[src/hw/rtl/hspd_pkg.sv]
// ----------------------------------------------------------------------------
// hspd_pkg
// Shared types, operation codes and transition table of the hall decoder.
// ----------------------------------------------------------------------------
package hspd_pkg;

  localparam int unsigned HallW = 3;
  localparam int unsigned PosW  = 64;
  localparam int unsigned NumCodes = 6;

  typedef enum logic [1:0] {
    OP_SAMPLE = 2'd0,
    OP_LOAD   = 2'd1,
    OP_CLEAR  = 2'd2,
    OP_INIT   = 2'd3
  } op_e;

  typedef enum logic [1:0] {
    TRANS_CW,
    TRANS_CCW,
    TRANS_BAD
  } trans_e;

  localparam logic DirCw  = 1'b0;
  localparam logic DirCcw = 1'b1;

  // Transition codes: previous sample in the upper three bits, current below.
  localparam logic [5:0] CwCodes [NumCodes] = '{
    6'h29, 6'h0B, 6'h1A, 6'h16, 6'h34, 6'h25
  };
  localparam logic [5:0] CcwCodes [NumCodes] = '{
    6'h19, 6'h13, 6'h32, 6'h26, 6'h2C, 6'h0D
  };

  // One item as it leaves the input register.
  typedef struct packed {
    op_e                      op;
    logic [HallW-1:0]         hall_bits;
    logic signed [PosW-1:0]   load_value;
  } item_t;

  // Decoder state after an item; also the payload of one result.
  typedef struct packed {
    logic                     direction;
    logic                     error_flag;
    logic signed [PosW-1:0]   position;
  } result_t;

  function automatic trans_e hspd_classify(input logic [5:0] code);
    trans_e cls;
    cls = TRANS_BAD;
    for (int i = 0; i < NumCodes; i++) begin
      if (CwCodes[i] == code) begin
        cls = TRANS_CW;
      end
      if (CcwCodes[i] == code) begin
        cls = TRANS_CCW;
      end
    end
    return cls;
  endfunction

endpackage

[src/hw/rtl/hspd_core.sv]
// ----------------------------------------------------------------------------
// hspd_core
// Decoder state registers and the single-pass update for one item.
// ----------------------------------------------------------------------------
module hspd_core import hspd_pkg::*; (
  input  logic    clk_i,
  input  logic    rst_ni,
  input  logic    step_i,     // apply item_i this cycle
  input  item_t   item_i,
  output result_t result_o    // state after item_i
);

  logic [HallW-1:0]       prev_q, prev_d;
  logic                   dir_q, dir_d;
  logic                   err_q, err_d;
  logic signed [PosW-1:0] pos_q, pos_d;
  trans_e                 cls;

  assign cls = hspd_classify({prev_q, item_i.hall_bits});

  always_comb begin
    prev_d = prev_q;
    dir_d  = dir_q;
    err_d  = err_q;
    pos_d  = pos_q;
    case (item_i.op)
      OP_SAMPLE: begin
        if (item_i.hall_bits != prev_q) begin
          case (cls)
            TRANS_CW:  dir_d = DirCw;
            TRANS_CCW: dir_d = DirCcw;
            default:   err_d = 1'b1;
          endcase
          // step by the direction after this edge, kept on a bad transition
          pos_d  = (dir_d == DirCcw) ? pos_q + PosW'(1) : pos_q - PosW'(1);
          prev_d = item_i.hall_bits;
        end
      end
      OP_LOAD:  pos_d = item_i.load_value;
      OP_CLEAR: err_d = 1'b0;
      OP_INIT: begin
        dir_d  = DirCw;
        err_d  = 1'b0;
        pos_d  = '0;
        prev_d = item_i.hall_bits;
      end
      default: ;
    endcase
  end

  always_ff @(posedge clk_i or negedge rst_ni) begin
    if (!rst_ni) begin
      prev_q <= '0;
      dir_q  <= DirCw;
      err_q  <= 1'b0;
      pos_q  <= '0;
    end else if (step_i) begin
      prev_q <= prev_d;
      dir_q  <= dir_d;
      err_q  <= err_d;
      pos_q  <= pos_d;
    end
  end

  assign result_o.direction  = dir_d;
  assign result_o.error_flag = err_d;
  assign result_o.position   = pos_d;

`ifndef SYNTHESIS
  // Only clear or initialize drops the sticky error.
  assert property (@(posedge clk_i) disable iff (!rst_ni)
    err_q && !(step_i && (item_i.op == OP_CLEAR || item_i.op == OP_INIT)) |=> err_q)
    else $error("hspd_core: error flag dropped without clear");

  // Initialize leaves a clean, zeroed state.
  assert property (@(posedge clk_i) disable iff (!rst_ni)
    step_i && item_i.op == OP_INIT |=> pos_q == '0 && !err_q && dir_q == DirCw)
    else $error("hspd_core: initialize left state behind");

  // A repeated sample moves nothing.
  assert property (@(posedge clk_i) disable iff (!rst_ni)
    step_i && item_i.op == OP_SAMPLE && item_i.hall_bits == prev_q
    |=> $stable(pos_q) && $stable(dir_q) && $stable(err_q))
    else $error("hspd_core: unchanged sample altered state");
`endif

endmodule

[src/hw/rtl/hall_sensor_position_decoder.sv]
// Pipeline: an item passes through the input register, then the result register;
//   the state update in hspd_core is combinational between the two.
// Throughput: one item per cycle while the result stream is not back-pressured,
//   with the table lookup and 64-bit position increment in hspd_core combinational.
// Reset (rst_ni low, asynchronous): both pipeline stages empty, position 0,
//   direction clockwise, error flag clear, previous sample 0.
// ----------------------------------------------------------------------------
// hall_sensor_position_decoder
// Three-phase hall sensor decoder: direction, sticky error and 64-bit
// position, one result per operation item.
// ----------------------------------------------------------------------------
module hall_sensor_position_decoder import hspd_pkg::*; (
  input  logic        clk_i,
  input  logic        rst_ni,
  // input stream
  input  logic        s_axis_tvalid_i,
  output logic        s_axis_tready_o,
  input  logic [71:0] s_axis_tdata_i,   // [2:0] hall_bits, [66:3] load_value, zero pad
  input  logic [1:0]  s_axis_tuser_i,   // [1:0] opcode
  // result stream
  output logic        m_axis_tvalid_o,
  input  logic        m_axis_tready_i,
  output logic [71:0] m_axis_tdata_o    // [0] direction, [1] error_flag,
                                        // [65:2] position, zero pad
);

  logic    in_valid_q;
  item_t   in_item_q;
  logic    out_valid_q;
  result_t out_q;
  logic    advance;   // item in the input register moves into the result register
  result_t core_res;

  // Advance when the result register is free or being drained this cycle.
  assign advance         = in_valid_q && (!out_valid_q || m_axis_tready_i);
  assign s_axis_tready_o = !in_valid_q || advance;

  // Input register: take a transfer whenever the stage is free or moving on.
  always_ff @(posedge clk_i or negedge rst_ni) begin
    if (!rst_ni) begin
      in_valid_q <= 1'b0;
    end else if (s_axis_tready_o) begin
      in_valid_q <= s_axis_tvalid_i;
    end
  end

  always_ff @(posedge clk_i) begin
    if (s_axis_tvalid_i && s_axis_tready_o) begin
      in_item_q.op         <= op_e'(s_axis_tuser_i);
      in_item_q.hall_bits  <= s_axis_tdata_i[2:0];
      in_item_q.load_value <= s_axis_tdata_i[66:3];
    end
  end

  // Decoder state and update: commits only when the item advances.
  hspd_core u_core (
    .clk_i    (clk_i),
    .rst_ni   (rst_ni),
    .step_i   (advance),
    .item_i   (in_item_q),
    .result_o (core_res)
  );

  // Result register: hold until the downstream side takes the transfer.
  always_ff @(posedge clk_i or negedge rst_ni) begin
    if (!rst_ni) begin
      out_valid_q <= 1'b0;
    end else if (advance) begin
      out_valid_q <= 1'b1;
    end else if (m_axis_tready_i) begin
      out_valid_q <= 1'b0;
    end
  end

  always_ff @(posedge clk_i) begin
    if (advance) begin
      out_q <= core_res;
    end
  end

  assign m_axis_tvalid_o = out_valid_q;
  assign m_axis_tdata_o  = {6'b0, out_q.position, out_q.error_flag, out_q.direction};

`ifndef SYNTHESIS
  // A full input stage refuses new items only because the result is stuck.
  assert property (@(posedge clk_i) disable iff (!rst_ni)
    !s_axis_tready_o |-> in_valid_q && out_valid_q && !m_axis_tready_i)
    else $error("hspd: input stalled without downstream back-pressure");

  // Every advanced item shows up as a valid result next cycle.
  assert property (@(posedge clk_i) disable iff (!rst_ni)
    advance |=> m_axis_tvalid_o)
    else $error("hspd: advanced item lost");
`endif

endmodule
[config.mk]
export PLATFORM = sky130hd
export DESIGN_NAME = hall_sensor_position_decoder
export DESIGN_NICKNAME = d
export VERILOG_FILES = /design/src/hw/rtl/hspd_pkg.sv /design/src/hw/rtl/hspd_core.sv /design/src/hw/rtl/hall_sensor_position_decoder.sv
export SDC_FILE = /design/constraint.sdc
export NUM_CORES = 1
export LEC_CHECK = 0
export BUFFER_PORTS_ARGS = -buffer_cell sky130_fd_sc_hd__buf_2
export CAP_MARGIN = 10
export CORE_MARGIN = 1
export CORE_UTILIZATION = 55
export CTS_BUF_LIST = sky130_fd_sc_hd__clkbuf_16
export CTS_CLUSTER_DIAMETER = 30
export DETAILED_ROUTE_END_ITERATION = 8
export GPL_ROUTABILITY_DRIVEN = 0
export HOLD_SLACK_MARGIN = 0.1
export PLACE_DENSITY = 0.8
export SLEW_MARGIN = 20
export SYNTH_ARGS = -nofsm -noshare
export SYNTH_HDL_FRONTEND = slang
export SYNTH_SLANG_ARGS = --single-unit
export TNS_END_PERCENT = 5
[constraint.sdc]
create_clock -name clk_i -period 11.1 [get_ports clk_i]
set_input_delay 3.33 -clock clk_i [delete_from_list [all_inputs] [get_ports clk_i]]
set_output_delay 3.33 -clock clk_i [all_outputs]
set_load 0.03 [all_outputs]
==> impl_summary.md, run 1 <==
Power and ir drop
The reported leakage power is 6.30 nW. Power spread over the standard cell area amounts to 344 mW/mm^2. Summing internal, switching and leakage power gives 5.05 mW. VDD sags by at most 0.174 mV.

Clock network
Counting every sink on the clock net gives 206. The cell sitting at the root of the clock tree is a sky130_fd_sc_hd__clkbuf_16. The number of buffers on the longest clock path is 3. The cts-stage hold buffer count is 0.

The worst-skew pair later-pin latency is 540 ps. The number of buffers created by CTS is 42. The number of gates resized after CTS was 0. After clock tree synthesis, the clock-pin slew on the worst setup and hold paths is 50 ps. The H-tree was split into 2 levels. Once the clock tree was built, the setup fixing pass inserted 0 buffers.

The TritonCTS clock tree is yes.

Critical path
The depth of the worst register-to-register path is 19. STA classifies the critical path startpoint as an input port. The critical path's largest stage delay is 190 ps. The kind of end point of the critical path is an output port. The critical path is of the in2out type. At the worst endpoint, the arrival time is 3800 ps. The slowest stage of the critical path belongs to the cell sky130_fd_sc_hd__buf_2. The worst register-to-register path begins at in_item_q[64]. By instance count, the cell type seen most on the critical path is sky130_fd_sc_hd__buf_2. The endpoint identified for the worst register-to-register timing path is m_axis_tdata_o[65].

In this run the register-to-register setup slack is 5370 ps. The signal on the critical path passes through buf_2 -> nand3b_1 -> buf_2. In this run the worst path has a maximum fanout of 3. STA puts the critical path data required time at 7770 ps.

GRT
The initial antenna violation count is 0. Across every metal layer, demand over resource in global routing totals 28.6%. The pin count of the biggest net entering global routing is 72. The global-route wire length before repair is 53100 um. Summed over all layers, the global routing overflow is 0. The via count of the first global-routing pass was 10400.

Detailed routing
The final layout contains routed wiring with a total length of 32700 um. Once detail routing completed, the nets flagged for antenna violations numbered 0. In the routed layout, each cell is associated on average with a via count of 6.33. The remaining routing DRC violations is 8. The initial DRC count is 1094. The routed length per placed instance is 19.4 um. The routed layout has 10700 vias. The first detailed-routing pass took 8 iterations.

Min path
In this run the worst hold path is classified as reg2reg. Along the worst hold path, the cell count comes to 1. The path with the worst hold slack has its endpoint at m_axis_tvalid_o. The start point of the worst min-delay path is in_valid_q.

Synth
After technology mapping, the gate count stands at 1255. The sequential-to-total area share from yosys stat is 46.9%. Yosys mapped the design onto 76 distinct sky130hd cell types. The dominant synthesized flop cell is sky130_fd_sc_hd__edfxtp_1. The number of synthesized flops with an enable pin is 135. The post-synthesis sequential element count is 206. The synthesized design devotes to its leading area cell type 32.6% of total area.

The mean area per synthesized cell is 9.90 um^2. The cell area after technology mapping is 0.0124 mm^2. The fraction of synthesis flops using an asynchronous set or reset pin is 34.5%. Yosys printed 0 warnings. By area the synthesized netlist is led by sky130_fd_sc_hd__edfxtp_1, sky130_fd_sc_hd__dfrtp_1, sky130_fd_sc_hd__ha_1. The most area-hungry cell type in the Yosys netlist is sky130_fd_sc_hd__edfxtp_1.

STA
The final count of negative-setup-slack endpoints is 0. The clock skew after layout is 28.1 ps. Setup repair after global routing left no endpoint under its margin. For the pin with the worst max-slew slack, the measured transition is 1200 ps. The hold violation count in the final report is 0.

The accumulated negative setup slack is 0 ps. The final number of max-transition violations is 0. The final critical delay including setup and external delays is 7130 ps. Hold is met by 491 ps. The final critical path takes up 64.2% of the cycle. For this run, the top clock speed supported by timing is 0.140 GHz. The worst slew slack as a fraction of its limit is 19.7%.

Floorplanning
The floorplan step set the die width to 152 um. Once the floorplan was initialized, standard cells occupied 56.6% of the core. The die footprint is 0.0232 mm^2. In this run the standard cell core region covers 0.0220 mm^2. The number of top-level design ports is 152. The number of core rows is 54. From bottom edge to top edge, the die measures 152 um.

Final layout
The share of layout cells above drive strength 1 is 19.6%. In the final design database the tool counted 1519 nets. The antenna diode instance count is 0. The synthesis-to-layout area growth is 18.1%.

Placed design
The wire-length estimate of the detail-placed layout is 21200 um. The count of buffers inserted at the top-level ports is 140.

Run status
The checks that failed: design-rule violations. The run finished, with violations left.

Job
The reported max-cap violation count is 0.
[how the worst max path moves through the flow]
stage	startpoint	endpoint	slack, ps	cells after the start
floorplan	m_axis_tready_i	s_axis_tready_o	4090	1
global placement	m_axis_tready_i	s_axis_tready_o	3990	3
detailed placement	m_axis_tready_i	s_axis_tready_o	3970	3
CTS	m_axis_tready_i	s_axis_tready_o	3970	3
global route	m_axis_tready_i	s_axis_tready_o	3910	3
finish	m_axis_tready_i	s_axis_tready_o	3970	3
[where the power goes]
part	internal, mW	switching [mW]	leakage [nW]
Combinational	1.05	1.59	3.38
Clock	0.820	0.414	0.694
Sequential	1.03	0.140	2.23
Total	2.90	2.14	6.30
[sequential cells by signal (all words and copies together), names as in the netlist]
signal / cells
u_core.prev_q: 3
m_axis_tdata_o: 66
u_core.err_q: 1
u_core.pos_q: 64
in_item_q: 69
u_core.dir_q: 1
in_valid_q: 1
m_axis_tvalid_o: 1
[cell usage in the layout, fill, tap and decap left out, drive strengths merged, types with 6 or more instances in the layout]
cell,count
xnor2,31
o221ai,9
nand4,26
buf,155
nand2,167
a22o,18
a222oi,7
clkbuf,43
a21oi,108
a31oi,8
or3,9
o21a,14
nor2,62
o21bai,15
o211ai,9
o31ai,13
a32oi,6
and2,6
conb,6
xor2,22
edfxtp,135
mux2,27
nor3,17
ha,67
nand3,16
clkinv,19
o22ai,6
dfrtp,71
a21o,32
a22oi,38
o21ai,107
nand2b,11
inv,45
[Yosys cell counts, types with 13 or more instances]
cell type / number
sky130_fd_sc_hd__dfrtp_1: 71
sky130_fd_sc_hd__a21o_1: 32
sky130_fd_sc_hd__clkbuf_1: 67
sky130_fd_sc_hd__nand4_1: 26
sky130_fd_sc_hd__inv_1: 40
sky130_fd_sc_hd__edfxtp_1: 135
sky130_fd_sc_hd__nor3_1: 16
sky130_fd_sc_hd__o31ai_1: 13
sky130_fd_sc_hd__o21ai_0: 95
sky130_fd_sc_hd__a21oi_1: 106
sky130_fd_sc_hd__o21bai_1: 15
sky130_fd_sc_hd__xor2_1: 22
sky130_fd_sc_hd__nand2_1: 167
sky130_fd_sc_hd__o21a_1: 14
sky130_fd_sc_hd__nor2_1: 62
sky130_fd_sc_hd__xnor2_1: 31
sky130_fd_sc_hd__a22oi_1: 38
sky130_fd_sc_hd__nand3_1: 15
sky130_fd_sc_hd__ha_1: 67
sky130_fd_sc_hd__mux2_2: 27
sky130_fd_sc_hd__a22o_1: 18
[through the flow]
stage	cell area, um^2	instances	util, %	setup WS, ps
floorplan	12400	1260	-	4090
global route	14700	1686	66.8	3910
global placement	13300	1609	60.4	3990
detailed placement	13300	1609	60.4	3970
finish	14700	1686	66.8	3970
CTS	14700	1686	66.8	3970
[area by class of cell]
type | count | area (um^2)
fill | 1666 | 7280
multi-input combinational | 928 | 6120
sequential | 206 | 5830
clock buffer | 43 | 1080
timing repair buffer | 155 | 817
tap | 280 | 350
clock inverter | 34 | 333
inverter | 40 | 151
[per-layer routing]
layer,GRT usage [%],vias up,part of all wire (%)
met5,0,-,0
met4,14.3,0,4.3
met3,5.63,121,9.3
met2,44.5,585,45
met1,38.2,4993,41
li1,-,4978,-
[critical path, delay by kind of cell]
family | cells | cell delay, ps
AND/OR/NAND/NOR | 1 | 170
buffers and inverters | 2 | 290
[logic make-up (layout without fill, tap and decap cells)]
| logic type | Yosys count | count (layout) | share of synthesized area, % |
|---|---|---|---|
| AOI/OAI and AO/OA | 440 | 440 | 23.7 |
| adders and majority gates | 68 | 68 | 6.91 |
| DFF | 206 | 206 | 46.9 |
| xor gates and xnor gates | 53 | 53 | 3.74 |
| other | 1 | 6 | 0.0302 |
| and+or+nand+nor | 330 | 330 | 11.9 |
| buffers and inverters | 126 | 272 | 4.10 |
| muxes | 31 | 31 | 2.77 |
(Power assumes the default switching activity.)
==> run 2, diff against run 1 <==
--- a/config.mk
+++ b/config.mk
@@ -8,13 +8,13 @@
 export BUFFER_PORTS_ARGS = -buffer_cell sky130_fd_sc_hd__buf_2
 export CAP_MARGIN = 10
 export CORE_MARGIN = 1
-export CORE_UTILIZATION = 55
+export CORE_UTILIZATION = 54
 export CTS_BUF_LIST = sky130_fd_sc_hd__clkbuf_16
 export CTS_CLUSTER_DIAMETER = 30
 export DETAILED_ROUTE_END_ITERATION = 8
 export GPL_ROUTABILITY_DRIVEN = 0
 export HOLD_SLACK_MARGIN = 0.1
-export PLACE_DENSITY = 0.8
+export PLACE_DENSITY = 0.82
 export SLEW_MARGIN = 20
 export SYNTH_ARGS = -nofsm -noshare
 export SYNTH_HDL_FRONTEND = slang
==> constraint.sdc (replaced) <==
create_clock -name clk_i -period 6.4 [get_ports clk_i]
set_input_delay 1.92 -clock clk_i [delete_from_list [all_inputs] [get_ports clk_i]]
set_output_delay 1.92 -clock clk_i [all_outputs]
set_load 0.03 [all_outputs]
==> impl_summary.md, run 2 (synthesis results as in run 1) <==
Floorplanning
The total core area is 0.0226 mm^2 (+2.8%). The die footprint is 0.0236 mm^2 (+1.8%). The number of top-level design ports was 152 (unchanged). The chip height is 154 um (+0.91%). The number of core rows was 55 (+1.9%). The horizontal die dimension is 154 um (+0.91%). The effective utilization at floorplan was 55.1% (-1.5 points).

Placed design
The half-perimeter wire length after placement is 21800 um (+3.0%). The count of buffers inserted at the top-level ports came to 140 (unchanged). The area after detailed placement is 0.0133 mm^2 (+0.22%).

Final layout
In the layout the commonest cells are sky130_fd_sc_hd__nand2_1, sky130_fd_sc_hd__buf_2, sky130_fd_sc_hd__edfxtp_1, sky130_fd_sc_hd__a21oi_1, sky130_fd_sc_hd__o21ai_0. Compared with the post-synthesis result, the final layout area differs by 18.3%. The flip-flop and latch area came to 0.00583 mm^2 (unchanged). The post-layout net count is 1521 (+0.13%). The final cell utilization of the core is 65.1% (-1.7 points).

The final design instance area without fill was 0.0147 mm^2 (+0.14%). Leaving out fill and tap cells, the most frequent cell in the layout is sky130_fd_sc_hd__nand2_1. The multi-input gate area in the final layout is 0.00612 mm^2 (unchanged). The antenna diode instance count is 0 (unchanged). The share of layout cells above drive strength 1 was 20.1% (+0.43 points).

The flip-flop count of the largest register after layout is 69 (unchanged). The number of inserted filler cells in the final layout is 1715 (+2.9%). The most flop-heavy register is in_item_q.

GRT
The initial antenna violation count is 0 (unchanged). The pin count of the biggest net entering global routing is 72 (unchanged). The overflow left after global routing is 0 (unchanged).

The global-route wire length before repair is 52100 um (-1.8%). The via count of the first global-routing pass came to 10200 (-2.0%). The total track usage is 27.8% (-0.79 points).

Clock network
The CTS H-tree depth is 2 (unchanged). The number of gates resized after CTS was 0 (unchanged). The post-CTS setup buffer count is 0 (unchanged). CTS placed an instance of sky130_fd_sc_hd__clkbuf_16 at the clock tree root. The cts-stage hold buffer count came to 0 (unchanged). The worst-skew pair later-pin latency came to 520 ps (-20 ps).

The TritonCTS clock tree is yes. The number of buffers created by CTS is 40 (-4.8%). The number of buffers on the longest clock path is 3 (unchanged). The number of sinks on the clock net is 206 (unchanged). The clock transition at the registers of the reported paths was 60 ps (about the same).

STA
The final critical delay including setup and external delays is 5430 ps. The final count of negative-setup-slack endpoints is 0 (unchanged). The worst slew slack as a fraction of its limit is 21.6% (+2.0 points).

The accumulated negative setup slack came to 0 ps (unchanged). Setup repair after global routing left no endpoint under its margin. The worst hold slack across all endpoints is 485 ps (-5.74 ps). The hold violation count in the final report was 0 (unchanged). The final number of max-transition violations came to 0 (unchanged).

The transition time of the tightest slew-check pin is 1170 ps (-29.4 ps). Derived from the worst setup path, the maximum achievable clock frequency is 0.184 GHz. The clock skew after layout is 16.3 ps (-11.8 ps). The final critical path takes up 84.8% of the cycle.

Critical path
The worst setup path is captured at a register. The reg-to-reg setup timing slack is 970 ps (-4400 ps). The worst reg2reg path endpoint is m_axis_tdata_o[63]. The top fanout value on the critical path is 21 (+18).

The required time at the endpoint of the critical path was 6620 ps (-1150 ps). The nature of the critical path startpoint is a register. The startpoint identified for the worst register-to-register timing path is in_item_q[64]. The data arrival time at the worst-slack endpoint came to 5650 ps (+1850 ps). The worst setup path is of the reg2reg kind. The depth of the worst register-to-register path came to 19 (unchanged).

Power and ir drop
The internal cell power is 4.99 mW (+72%). The switching share of total power came to 43.2% (+0.74 points). The total power draw is 8.79 mW (+74%). The cell area power density came to 598 mW/mm^2 (+74%). The part of the power in registers is 23.2% (about the same).

The worst supply voltage drop on vdd is 0.326 mV (+87%). The reported leakage power is 6.31 nW (about the same). The clock network fraction of design power is 24.2% (-0.3 points). The switching power is 3.80 mW (+77%). The combinational share of power is 52.6% (+0.4 points).

Detailed routing
The first-pass detailed-route iteration total is 5 (-3). The total via count after detailed routing is 10700 (+0.019%). The residual antenna-violating net count after detailed routing is 0 (unchanged). The total routed wirelength is 33000 um (+0.90%). The remaining routing DRC violations is 0 (-8).

The per-cell via count in the routed design is 6.32 (-0.28%). The initial DRC count was 1004 (-8.2%). The routed length per placed instance is 19.5 um (+0.61%).

Min path
For hold timing, the worst endpoint is u_core.err_q. The type of the most critical hold path is reg2reg. The number of cells on the worst hold path came to 2 (+1). The startpoint identified for the worst hold timing path is u_core.err_q.

Run status
The run finished with clean final reports.

Job
The reported max-cap violation count is 0 (unchanged).
run 2: how the worst max path moves through the flow:
stage / from / end / slack, ps / depth (start not counted)
global placement: in_item_q[64] / m_axis_tdata_o[63] / 1280 / 19
finish: in_item_q[64] / m_axis_tdata_o[63] / 970 / 19
floorplan: m_axis_tready_i / u_core.pos_q[37] / 1280 / 6
CTS: in_item_q[64] / m_axis_tdata_o[63] / 1110 / 19
global route: in_item_q[64] / m_axis_tdata_o[63] / 680 / 19
detailed placement: in_item_q[64] / m_axis_tdata_o[63] / 1130 / 19
run 2: critical path, cell delays in order, from the launching register on:
cell                        delay, ps
sky130_fd_sc_hd__edfxtp_1         460
sky130_fd_sc_hd__nor2_1           220
sky130_fd_sc_hd__nand3_1          110
sky130_fd_sc_hd__o31ai_1          100
sky130_fd_sc_hd__a22oi_1          140
sky130_fd_sc_hd__nand2_1          100
sky130_fd_sc_hd__mux2_2           390
sky130_fd_sc_hd__inv_2            360
sky130_fd_sc_hd__buf_4            350
sky130_fd_sc_hd__ha_1             350
sky130_fd_sc_hd__a2111oi_0        720
sky130_fd_sc_hd__o2111a_1         330
sky130_fd_sc_hd__o31a_1           140
sky130_fd_sc_hd__o21a_1           120
sky130_fd_sc_hd__o21a_1           110
sky130_fd_sc_hd__o21ai_1          120
sky130_fd_sc_hd__a21oi_1          440
sky130_fd_sc_hd__o21ai_1          150
sky130_fd_sc_hd__xnor2_1          210
sky130_fd_sc_hd__o221ai_1         190
run 2: power groups by stage:
stage	Sequential (mW)	Clock (mW)	Combinational, mW
after floorplan	2.17	0	3.34
after global routing	2.07	2.22	5.03
after CTS	2.03	2.15	4.53
after global placement	2.04	0	4.36
after detailed placement	2.05	0	4.46
final	2.04	2.13	4.63
run 2: layout make-up:
| class | count | area share (%) |
|---|---|---|
| multi-input combinational | 928 | 41.6 |
| clock buffer | 40 | 6.81 |
| sequential | 206 | 39.7 |
| timing repair buffer | 159 | 5.85 |
| tap | 285 | 2.43 |
| inverter | 40 | 1.03 |
| clock inverter | 33 | 2.58 |
run 2: layer usage:
layer  global-route usage (%)  vias up  wire length, um
met3                     4.96      108             2850
met2                     44.3      553            15000
li1                         -     4964                -
met1                     36.8     5054            13800
met5                        0        -                0
met4                     13.1        0             1420
run 2: through the flow:
step	setup WS [ps]	cells
final	974	1691
after global routing	678	1691
after CTS	1110	1690
after detailed placement	1130	1617
after global placement	1280	1617
after floorplan	1280	1260
